<file path="src/design/fsp_pkg.sv">
package fsp_pkg;

    // Default pool size
    localparam int SLOTS_DEF = 3;

    // Field widths
    localparam int KIND_W   = 3;
    localparam int SLOT_W   = 3;
    localparam int HANDLE_W = 32;
    localparam int LEN_W    = 24;
    localparam int NUM_W    = 32;
    localparam int STATUS_W = 3;

    typedef enum logic [KIND_W-1:0] {
        K_ALLOC   = 3'd0,
        K_FILL    = 3'd1,
        K_READ    = 3'd2,
        K_RELEASE = 3'd3,
        K_FLUSH   = 3'd4
    } kind_t;

    typedef enum logic [STATUS_W-1:0] {
        RS_OK       = 3'd0,
        RS_NONE     = 3'd1,
        RS_SMALL    = 3'd2,
        RS_UNKNOWN  = 3'd3,
        RS_BADSTATE = 3'd4
    } rsp_status_t;

    typedef enum logic [1:0] {
        SS_FREE   = 2'd0,
        SS_PREP   = 2'd1,
        SS_READY  = 2'd2,
        SS_CLIENT = 2'd3
    } slot_st_t;

endpackage

</file>
<file path="src/design/frame_slot_pool_top.sv">
// Requests wait in the input register, held there by a stalled result or an unfinished flush;
// throughput is one request word per cycle otherwise. Allocate, fill, read and release give one
// result word; a flush gives one per held slot, at least one; undefined kinds give none.
// The input register and the result register each hold one word, so a request is taken
// while a result waits. Reset (rst_n low, asynchronous) frees every slot, clears the
// frame counter and selects copy mode; slot payload storage is not cleared.
module frame_slot_pool_top
    import fsp_pkg::*;
#(
    parameter int SLOTS = SLOTS_DEF
)(
    input  logic                clk,
    input  logic                rst_n,

    // configuration: disposable mode bit
    input  logic                cfg_valid,
    output logic                cfg_ready,
    input  logic                cfg_data,

    // request words
    input  logic                req_valid,
    output logic                req_ready,
    input  logic [KIND_W-1:0]   kind,
    input  logic [SLOT_W-1:0]   slot,
    input  logic [HANDLE_W-1:0] buffer_handle,
    input  logic [LEN_W-1:0]    byte_length,
    input  logic                has_destination,
    input  logic [LEN_W-1:0]    destination_capacity,

    // result words
    output logic                rsp_valid,
    input  logic                rsp_ready,
    output logic [STATUS_W-1:0] status,
    output logic [SLOT_W-1:0]   slot_index,
    output logic [NUM_W-1:0]    frame_number,
    output logic [HANDLE_W-1:0] handle_out,
    output logic [LEN_W-1:0]    length_out,
    output logic                give_back,
    output logic                last
);

    localparam int IDX_W = (SLOTS > 1) ? $clog2(SLOTS) : 1;

    // ------------------------------------------------------------------
    // Configuration register. Users must send writes only while the pool is idle; not enforced.
    // ------------------------------------------------------------------
    logic mode_reg;

    assign cfg_ready = 1'b1;

    always_ff @(posedge clk or negedge rst_n)
    begin
        if (!rst_n)
        begin
            mode_reg <= 1'b0;
        end
        else if (cfg_valid)
        begin
            mode_reg <= cfg_data;
        end
    end

    // ------------------------------------------------------------------
    // Input register: hold one request word until its last result is registered.
    // ------------------------------------------------------------------
    logic                ir_valid_reg;
    logic [KIND_W-1:0]   ir_kind_reg;
    logic [SLOT_W-1:0]   ir_slot_reg;
    logic [HANDLE_W-1:0] ir_handle_reg;
    logic [LEN_W-1:0]    ir_len_reg;
    logic                ir_has_dst_reg;
    logic [LEN_W-1:0]    ir_cap_reg;

    logic fire;        // process one step of the held request this cycle
    logic item_done;   // the held request is finished this cycle
    logic produce;     // this step emits a result word
    logic step_last;   // this step is the last one of the request

    assign req_ready = !ir_valid_reg || item_done;

    always_ff @(posedge clk or negedge rst_n)
    begin
        if (!rst_n)
        begin
            ir_valid_reg <= 1'b0;
        end
        else if (req_ready)
        begin
            ir_valid_reg <= req_valid;
        end
    end

    always_ff @(posedge clk)
    begin
        if (req_valid && req_ready)
        begin
            ir_kind_reg    <= kind;
            ir_slot_reg    <= slot;
            ir_handle_reg  <= buffer_handle;
            ir_len_reg     <= byte_length;
            ir_has_dst_reg <= has_destination;
            ir_cap_reg     <= destination_capacity;
        end
    end

    // ------------------------------------------------------------------
    // Pool state. Slot payload storage has no reset: a slot is only read
    // after it was allocated and filled.
    // ------------------------------------------------------------------
    slot_st_t            st_reg  [SLOTS];
    slot_st_t            st_next [SLOTS];
    logic [NUM_W-1:0]    num_reg [SLOTS];
    logic [HANDLE_W-1:0] buf_reg [SLOTS];
    logic [LEN_W-1:0]    len_reg [SLOTS];
    logic [NUM_W-1:0]    counter_reg;
    logic [NUM_W-1:0]    counter_next;

    // ------------------------------------------------------------------
    // Slot selection. All slots are examined side by side.
    // ------------------------------------------------------------------
    logic [SLOTS-1:0] free_mask;
    logic [SLOTS-1:0] ready_mask;
    logic [SLOTS-1:0] held_mask;
    logic [SLOTS-1:0] rd_win;
    logic [SLOTS-1:0] held_rest;
    logic             free_any;
    logic [IDX_W-1:0] free_idx;
    logic [IDX_W-1:0] rd_idx;
    logic [IDX_W-1:0] fl_idx;

    always_comb
    begin
        for (int i = 0; i < SLOTS; i++)
        begin
            free_mask[i]  = (st_reg[i] == SS_FREE);
            ready_mask[i] = (st_reg[i] == SS_READY);
            held_mask[i]  = (st_reg[i] == SS_READY) || (st_reg[i] == SS_CLIENT);
        end
    end

    // Lowest free slot for allocate, lowest held slot for flush.
    always_comb
    begin
        free_any = 1'b0;
        free_idx = '0;
        fl_idx   = '0;
        for (int i = SLOTS - 1; i >= 0; i--)
        begin
            if (free_mask[i])
            begin
                free_any = 1'b1;
                free_idx = IDX_W'(i);
            end
            if (held_mask[i])
            begin
                fl_idx = IDX_W'(i);
            end
        end
    end

    // Held slots left once the lowest one is emitted.
    assign held_rest = held_mask & (held_mask - SLOTS'(1));

    // Oldest ready slot: a slot wins when its number is below every other
    // ready slot's, ties going to the lower index. Exactly one slot wins
    // whenever any slot is ready.
    always_comb
    begin
        for (int i = 0; i < SLOTS; i++)
        begin
            rd_win[i] = ready_mask[i];
            for (int j = 0; j < SLOTS; j++)
            begin
                if (j != i && ready_mask[j])
                begin
                    if (j < i)
                    begin
                        rd_win[i] = rd_win[i] && (num_reg[i] < num_reg[j]);
                    end
                    else
                    begin
                        rd_win[i] = rd_win[i] && (num_reg[i] <= num_reg[j]);
                    end
                end
            end
        end
        rd_idx = '0;
        for (int i = 0; i < SLOTS; i++)
        begin
            if (rd_win[i])
            begin
                rd_idx = rd_idx | IDX_W'(i);
            end
        end
    end

    // ------------------------------------------------------------------
    // One read port into slot storage, steered by the request kind.
    // ------------------------------------------------------------------
    logic             slot_in_range;
    logic [IDX_W-1:0] req_idx;
    logic [IDX_W-1:0] sel_idx;
    slot_st_t         sel_st;
    logic [NUM_W-1:0]    sel_num;
    logic [HANDLE_W-1:0] sel_buf;
    logic [LEN_W-1:0]    sel_len;

    assign slot_in_range = (32'(ir_slot_reg) < SLOTS);
    assign req_idx       = IDX_W'(ir_slot_reg);

    always_comb
    begin
        unique case (kind_t'(ir_kind_reg))
            K_READ:  sel_idx = rd_idx;
            K_FLUSH: sel_idx = fl_idx;
            default: sel_idx = slot_in_range ? req_idx : '0;
        endcase
    end

    assign sel_st  = st_reg[sel_idx];
    assign sel_num = num_reg[sel_idx];
    assign sel_buf = buf_reg[sel_idx];
    assign sel_len = len_reg[sel_idx];

    // ------------------------------------------------------------------
    // Result and next state for one step of the held request.
    // ------------------------------------------------------------------
    rsp_status_t         r_status;
    logic [SLOT_W-1:0]   r_idx;
    logic [NUM_W-1:0]    r_num;
    logic [HANDLE_W-1:0] r_handle;
    logic [LEN_W-1:0]    r_len;
    logic                r_back;
    logic                wr_num;   // allocate writes a new frame number
    logic                wr_fill;  // fill done stores handle and length

    always_comb
    begin
        r_status     = RS_OK;
        r_idx        = '0;
        r_num        = '0;
        r_handle     = '0;
        r_len        = '0;
        r_back       = 1'b0;
        produce      = 1'b1;
        step_last    = 1'b1;
        wr_num       = 1'b0;
        wr_fill      = 1'b0;
        counter_next = counter_reg;
        for (int i = 0; i < SLOTS; i++)
        begin
            st_next[i] = st_reg[i];
        end

        unique case (ir_kind_reg)
            K_ALLOC:
            begin
                if (free_any)
                begin
                    counter_next      = counter_reg + NUM_W'(1);
                    st_next[free_idx] = SS_PREP;
                    wr_num            = 1'b1;
                    r_idx             = SLOT_W'(free_idx);
                    r_num             = counter_next;
                end
                else
                begin
                    r_status = RS_NONE;
                    r_handle = ir_handle_reg;
                    r_back   = 1'b1;
                end
            end
            K_FILL:
            begin
                r_idx = ir_slot_reg;
                if (slot_in_range && sel_st == SS_PREP)
                begin
                    st_next[sel_idx] = SS_READY;
                    wr_fill          = 1'b1;
                    r_num            = sel_num;
                    r_handle         = ir_handle_reg;
                    r_len            = ir_len_reg;
                end
                else
                begin
                    r_status = RS_BADSTATE;
                    r_handle = ir_handle_reg;
                    r_back   = 1'b1;
                end
            end
            K_READ:
            begin
                if (ready_mask == '0)
                begin
                    r_status = RS_NONE;
                end
                else
                begin
                    r_idx    = SLOT_W'(rd_idx);
                    r_num    = sel_num;
                    r_handle = sel_buf;
                    r_len    = sel_len;
                    if (mode_reg)
                    begin
                        st_next[rd_idx] = SS_CLIENT;
                    end
                    else if (ir_has_dst_reg && ir_cap_reg < sel_len)
                    begin
                        r_status = RS_SMALL;
                    end
                    else
                    begin
                        st_next[rd_idx] = SS_FREE;
                        r_back          = 1'b1;
                    end
                end
            end
            K_RELEASE:
            begin
                r_idx = ir_slot_reg;
                if (slot_in_range && (sel_st == SS_READY || sel_st == SS_CLIENT))
                begin
                    st_next[sel_idx] = SS_FREE;
                    r_num            = sel_num;
                    r_handle         = sel_buf;
                    r_len            = sel_len;
                    r_back           = 1'b1;
                end
                else
                begin
                    r_status = RS_UNKNOWN;
                end
            end
            K_FLUSH:
            begin
                // Emit the lowest held slot and drop it; free all on the last step.
                if (held_mask != '0)
                begin
                    r_idx           = SLOT_W'(fl_idx);
                    r_num           = sel_num;
                    r_handle        = sel_buf;
                    r_len           = sel_len;
                    r_back          = 1'b1;
                    step_last       = (held_rest == '0);
                    st_next[fl_idx] = SS_FREE;
                end
                if (step_last)
                begin
                    for (int i = 0; i < SLOTS; i++)
                    begin
                        st_next[i] = SS_FREE;
                    end
                end
            end
            default:
            begin
                // Undefined kinds are dropped without a result.
                produce = 1'b0;
            end
        endcase
    end

    assign fire      = ir_valid_reg && (!produce || !rsp_valid || rsp_ready);
    assign item_done = fire && step_last;

    always_ff @(posedge clk or negedge rst_n)
    begin
        if (!rst_n)
        begin
            counter_reg <= '0;
            for (int i = 0; i < SLOTS; i++)
            begin
                st_reg[i] <= SS_FREE;
            end
        end
        else if (fire)
        begin
            counter_reg <= counter_next;
            for (int i = 0; i < SLOTS; i++)
            begin
                st_reg[i] <= st_next[i];
            end
        end
    end

    always_ff @(posedge clk)
    begin
        if (fire && wr_num)
        begin
            num_reg[free_idx] <= counter_next;
        end
        if (fire && wr_fill)
        begin
            buf_reg[sel_idx] <= ir_handle_reg;
            len_reg[sel_idx] <= ir_len_reg;
        end
    end

    // ------------------------------------------------------------------
    // Result register: hold the word until the consumer takes it.
    // ------------------------------------------------------------------
    logic                rsp_valid_reg;
    logic [STATUS_W-1:0] status_reg;
    logic [SLOT_W-1:0]   slot_index_reg;
    logic [NUM_W-1:0]    frame_number_reg;
    logic [HANDLE_W-1:0] handle_out_reg;
    logic [LEN_W-1:0]    length_out_reg;
    logic                give_back_reg;
    logic                last_reg;

    always_ff @(posedge clk or negedge rst_n)
    begin
        if (!rst_n)
        begin
            rsp_valid_reg <= 1'b0;
        end
        else if (fire && produce)
        begin
            rsp_valid_reg <= 1'b1;
        end
        else if (rsp_ready)
        begin
            rsp_valid_reg <= 1'b0;
        end
    end

    always_ff @(posedge clk)
    begin
        if (fire && produce)
        begin
            status_reg       <= r_status;
            slot_index_reg   <= r_idx;
            frame_number_reg <= r_num;
            handle_out_reg   <= r_handle;
            length_out_reg   <= r_len;
            give_back_reg    <= r_back;
            last_reg         <= step_last;
        end
    end

    assign rsp_valid    = rsp_valid_reg;
    assign status       = status_reg;
    assign slot_index   = slot_index_reg;
    assign frame_number = frame_number_reg;
    assign handle_out   = handle_out_reg;
    assign length_out   = length_out_reg;
    assign give_back    = give_back_reg;
    assign last         = last_reg;

endmodule

</file>
<file path="config.mk">
export PLATFORM = sky130hd
export DESIGN_NAME = frame_slot_pool_top
export DESIGN_NICKNAME = d
export VERILOG_FILES = /design/src/design/fsp_pkg.sv /design/src/design/frame_slot_pool_top.sv
export SDC_FILE = /design/constraint.sdc
export NUM_CORES = 1
export LEC_CHECK = 0
export BUFFER_PORTS_ARGS = -buffer_cell sky130_fd_sc_hd__buf_2
export CORE_MARGIN = 2
export CORE_UTILIZATION = 50
export DETAILED_ROUTE_END_ITERATION = 8
export PLACE_DENSITY = 0.76
export SYNTH_ARGS = -nofsm -noshare
export SYNTH_HDL_FRONTEND = slang
export SYNTH_SLANG_ARGS = --single-unit
</file>
<file path="constraint.sdc">
create_clock -name clk -period 7 [get_ports clk]
set_clock_uncertainty 0.2 [all_clocks]
set_input_delay 1.05 -clock clk [delete_from_list [all_inputs] [get_ports clk]]
set_output_delay 1.05 -clock clk [all_outputs]
set_load 0.02 [all_outputs]
</file>
# [After elaboration in Yosys (flattened, before gate mapping)]
# Memories as Yosys holds them, arrays and structs flattened.
# Index checks and enable logic that the tools add are counted.
[word_totals] reg_bits=224 latch_bits=0 mem_bits_rw=264 mem_bits_ro=0 inputBits=93 out_inout_bits=99 wordCells=203 n_memories=3
[classes] add_sub_neg=2 multipliers=0 n_div=0 magnitude_cmp=14 n_eq_ne=19 n_shift=0 muxes=88 bitwise_logic=18 reduce_logical=39
[memory_table] name="buf_reg" words=3 word_bits=32 read_ports=1 rd_clocked_by_memory_dff=0 wr=1 line="frame_slot_pool_top.sv:113" source="logic [HANDLE_W-1:0] buf_reg [SLOTS];"
[memory_table] name="num_reg" words=3 word_bits=32 read_ports=4 rd_clocked_by_memory_dff=0 wr=1 line="frame_slot_pool_top.sv:112" source="logic [NUM_W-1:0] num_reg [SLOTS];"
[memory_table] name="len_reg" words=3 word_bits=24 read_ports=1 rd_clocked_by_memory_dff=0 wr=1 line="frame_slot_pool_top.sv:114" source="logic [LEN_W-1:0] len_reg [SLOTS];"
[ops] op="2-to-1 mux 32 bit" count=11
[ops] op="one-hot mux 32 bit (5 select lines)" count=2
[ops] op="< comparator 32 bit" count=3
[ops] op="2-to-1 mux 24 bit" count=4
[ops] op="one-hot mux 24 bit (4 select lines)" count=1
[ops] op="2-to-1 mux 6 bit" count=8
[ops] op="2-to-1 mux 2 bit" count=21
[ops] op="adder 32 x 1 -> 32 bit, second input constant" count=1
[ops] op="<= comparator 32 bit" count=1
[ops] op="2-to-1 mux 1 bit" count=30
[ops] op="one-hot mux 6 bit (5 select lines)" count=1
[ops] op="< comparator 24 bit" count=1
[ops] op="one-hot mux 3 bit (4 select lines)" count=2
[ops] op="AND 6 bit" count=3
[ops] op="NOT 6 bit" count=3
[ops] op="logical AND 1 bit" count=17
[ops] op="demux 2 bit (select 2 bit)" count=4
[ops] op="== test 2 bit, second input constant" count=8
[ops] op=">= comparator 3 bit, second input constant" count=4
[ops] op="< comparator 3 x 1 -> 1 bit, second input constant" count=4
[ops] op="NOT 2 -> 3 bit" count=4
[ops] op="AND 3 bit" count=3
[ops] op="logical NOT 3 bit" count=3
[ops] op="!= test 2 bit, second input constant" count=4
[ops] op="23 further kinds" count=37

# [Logic depth before layout (Yosys ltp)]
# An unclocked memory read counts as a cell.
[depth] depth_word=20 depth_mapped=26 ltp_nobuf=24

# [Worst setup path before layout]
# No wires, ideal clock.
[synth_path] path_type="reg2reg" startpoint="memory num_reg[1][17]" endpoint="memory buf_reg[2][0] (enable)" setup_time_ns=0.539 arrival_time_ns=6.686 t_required_ns=6.261 path_slack_ns=-0.425 stages_incl_launch_ff=14 path_buffers=0 period_less_slack_ns=7.425 path_cell_list="edfxtp_1 inv_1 ha_1 a21o_1 a221o_1 a221oi_1 nand2_1 a32oi_1 a31oi_1 and2_1 mux2_2 nor4b_4 nand2_1 nor3_1"
[synth_rtl] element="from (decl)" line="frame_slot_pool_top.sv:112"
[synth_rtl] element="to (decl)" line="frame_slot_pool_top.sv:113"

==> reports/results.txt <==
Hold path endpoint - buf_reg[2][15]$_DFFE_PP_
Most common cell after layout, fill and taps aside - edfxtp_1
Worst vdd ir - 238 uV
Worst hold path stage count - 0
Rel. slew slack - 19.9%
CP required - 7290 ps
Inst Count DP - 2538
Min-delay worst type - reg -> reg
Setup crit start kind - register
Maximum clock path buffer count - 3
Largest net degree at the start of global routing - 88
Avg Synthesized Cell Area - 13.4 sq um
Drt first pass iters - 5
Core ar. - 46600 sq um
Worst reg-to-reg path cell count - 19
Residual DRC - 0
Worst skew pair latency - 610 ps
Status - completed
Most frequent cells in the layout - edfxtp_1, buf_2, nand2_1
Antenna violations before repair - 2
Slew of the pin with the lowest slew margin - 1200 ps
Area of the multi-input gates - 7750 sq um
Register bit total from synthesis - 520
Post-CTS Setup Inserts - 0
Post-cts resize count - 0
Final setup viols - 0
Setup TNS - 0 ps
Period utilization - 93.2%
Sink Count - 520
TritonCTS Buffers - 51
Critical path type - reg -> reg
Max Fclk - 153 MHz
FP Rows - 79
Crit end category - register
Max_cap viols - 0
Total Routed Length - 53.4 mm
Seq/Total Area, Yosys - 65.2%
Async S/R FF share, synth - 7.88%
Remaining Overflow, GRT - 0
CP Max Fanout - 42
Post-DRT Antenna Nets - 0
R2R setup slack - 480 ps
Capturing point of the worst reg2reg path - st_reg[1]$_DFFE_PN0P_
Clock-pin transition on the worst setup and hold timing paths - 70 ps
1st-iter DRT viols - 1346
Layout Nets - 2196
Reg-to-Reg Start - num_reg[2][7]$_DFFE_PP_
Crit path DAT - 6810 ps
Worst Hold Launch - ir_handle_reg[15]$_DFFE_PP_
Placed instance area - 25400 sq um
ANT cells - 0
Syn Inst Count - 1765
TritonCTS clock tree - done
Number of global-route vias before repair - 15000
YS warnings - 0
Die area - 49000 sq um
Largest register FFs - 128
Count of flip-flops with a built-in enable after synthesis - 479
RSZ-0062 raised after global routing - no
Non-filler instance count after layout - 2632
Final Max Tran Viols - 0
Final hold vios - 0
Post-route cell area - 27200 sq um
Htree depth - 2
Placer Congestion - 0.940
Power per cell area - 282 nW/um^2
Clk root buf - clkbuf_16
Cts hold-fix bufs - 0
Top_reg_cell synth - edfxtp_1
Via count - 15000
Port bufs - 190
Die Y - 221 microns
Storage element area - 15400 sq um
Fin util - 58.3%
Leakage - 10.6 nW
Top Ports - 192
Share of post-route cells with drive strength above 1 - 15.9%
Synth cell types - 72
Area growth, synth to finish - 14.9%
Final min period - 6520 ps
DR vias/cell - 5.69
Dpl hpwl - 35.2 mm
Mapped cell area - 23600 sq um
Fillers - 3589
Total track usage - 21.4%
Die X - 221 microns
Global-route wire length before repair - 82.8 mm
Wire length per cell - 20.3 microns
Initial Util - 50.8%
==> per-layer routing <==
layer,up-vias,GRT usage (%),wire (microns),part of all wire (%)
met1,7325,29.2,22800,43
met3,94,3.90,3970,7.4
met5,-,0,27,0.051
met2,554,35.1,25400,48
li1,7004,-,-,-
met4,4,6.67,1220,2.3
==> critical path, cell delays in order (launching register included) <==
cell      delay, ps
edfxtp_1        420
ha_1            350
nand4_1         100
o311a_1         370
o41ai_1         630
a32oi_1         270
a31oi_4         970
o21ai_0         270
ha_1            380
nand4_1         110
or3_1           420
nor3_1          260
o31ai_1         110
o211ai_1        150
nor4bb_1         90
o21bai_1        170
o21bai_1        220
a211o_1         360
or2_1           280
a211o_1         300
==> cells in the mapped netlist (all sizes together) (2+ instances only) <==
cell type / number / area share, %
a211oi: 42 / 1.4
a21oi: 116 / 2.5
nor2b: 37 / 0.98
nand4: 22 / 0.58
o21a: 6 / 0.19
o21bai: 2 / 0.064
and3: 11 / 0.30
or2: 3 / 0.079
o211ai: 3 / 0.095
nor2: 115 / 1.8
dfrtp: 41 / 4.3
o2111ai: 2 / 0.074
a2111oi: 2 / 0.074
o41ai: 2 / 0.074
xnor2: 48 / 1.8
a41oi: 2 / 0.074
ha: 119 / 6.3
a221o: 3 / 0.13
a22oi: 4 / 0.13
inv: 76 / 1.2
nand2b: 10 / 0.30
o21ai: 79 / 1.7
nor4b: 2 / 0.14
mux2: 2 / 0.095
a22o: 64 / 2.4
a31oi: 5 / 0.16
buf: 34 / 0.76
a221oi: 3 / 0.11
a21o: 17 / 0.54
edfxtp: 479 / 61
nor4: 8 / 0.24
a211o: 6 / 0.22
o31ai: 6 / 0.19
o22ai: 2 / 0.053
nand3: 32 / 0.70
conb: 2 / 0.032
and2: 10 / 0.26
xor2: 40 / 1.5
clkbuf: 51 / 0.81
nand2: 139 / 2.2
or3: 2 / 0.053
nor3: 10 / 0.21
mux2i: 90 / 3.8
==> power by group <==
group / internal, mW / switching, mW
Sequential: 3.60 / 0.0897
Clock: 1.64 / 1.18
Combinational: 0.388 / 0.752
Total: 5.63 / 2.02
==> final cells by class <==
type	count	share of cell area [%]
multi-input combinational	1115	28.5
clock inverter	28	1.28
sequential	520	56.7
tap	607	2.80
timing repair buffer	220	4.47
inverter	76	1.05
clock buffer	66	5.13
==> how the worst max path moves through the flow <==
stage | depth (start not counted) | end | startpoint
2_1_floorplan | 13 | buf_reg[0][0]$_DFFE_PP_ | num_reg[1][17]$_DFFE_PP_
3_3_place_gp | 19 | st_reg[1]$_DFFE_PN0P_ | num_reg[2][7]$_DFFE_PP_
3_5_place_dp | 19 | st_reg[1]$_DFFE_PN0P_ | num_reg[2][7]$_DFFE_PP_
4_1_cts | 19 | st_reg[1]$_DFFE_PN0P_ | num_reg[2][7]$_DFFE_PP_
5_1_grt | 21 | st_reg[1]$_DFFE_PN0P_ | num_reg[1][30]$_DFFE_PP_
6_report | 19 | st_reg[1]$_DFFE_PN0P_ | num_reg[2][7]$_DFFE_PP_
==> cells by family (layout without fill, tap and decap cells) <==
group           count (synthesis)  after routing  synth area share, %
compound gates                375            375                 10.4
xor+xnor                       88             88                 3.26
fa+ha+maj                     120            120                 6.34
buf+inv                       161            390                 2.78
flops                         520            520                 65.2
mux                            92             92                 3.91
other cells                     2             33               0.0318
simple gates                  407            407                 8.10
==> metrics by stage <==
step	setup WS [ps]	power, mW	hold WS (ps)
2_1_floorplan	1070	4.51	263
3_3_place_gp	789	4.86	269
6_report	478	7.65	286
3_5_place_dp	457	4.89	284
5_1_grt	40.2	7.94	300
4_1_cts	473	7.70	281
Note: power is estimated with default switching activity, not from simulation.
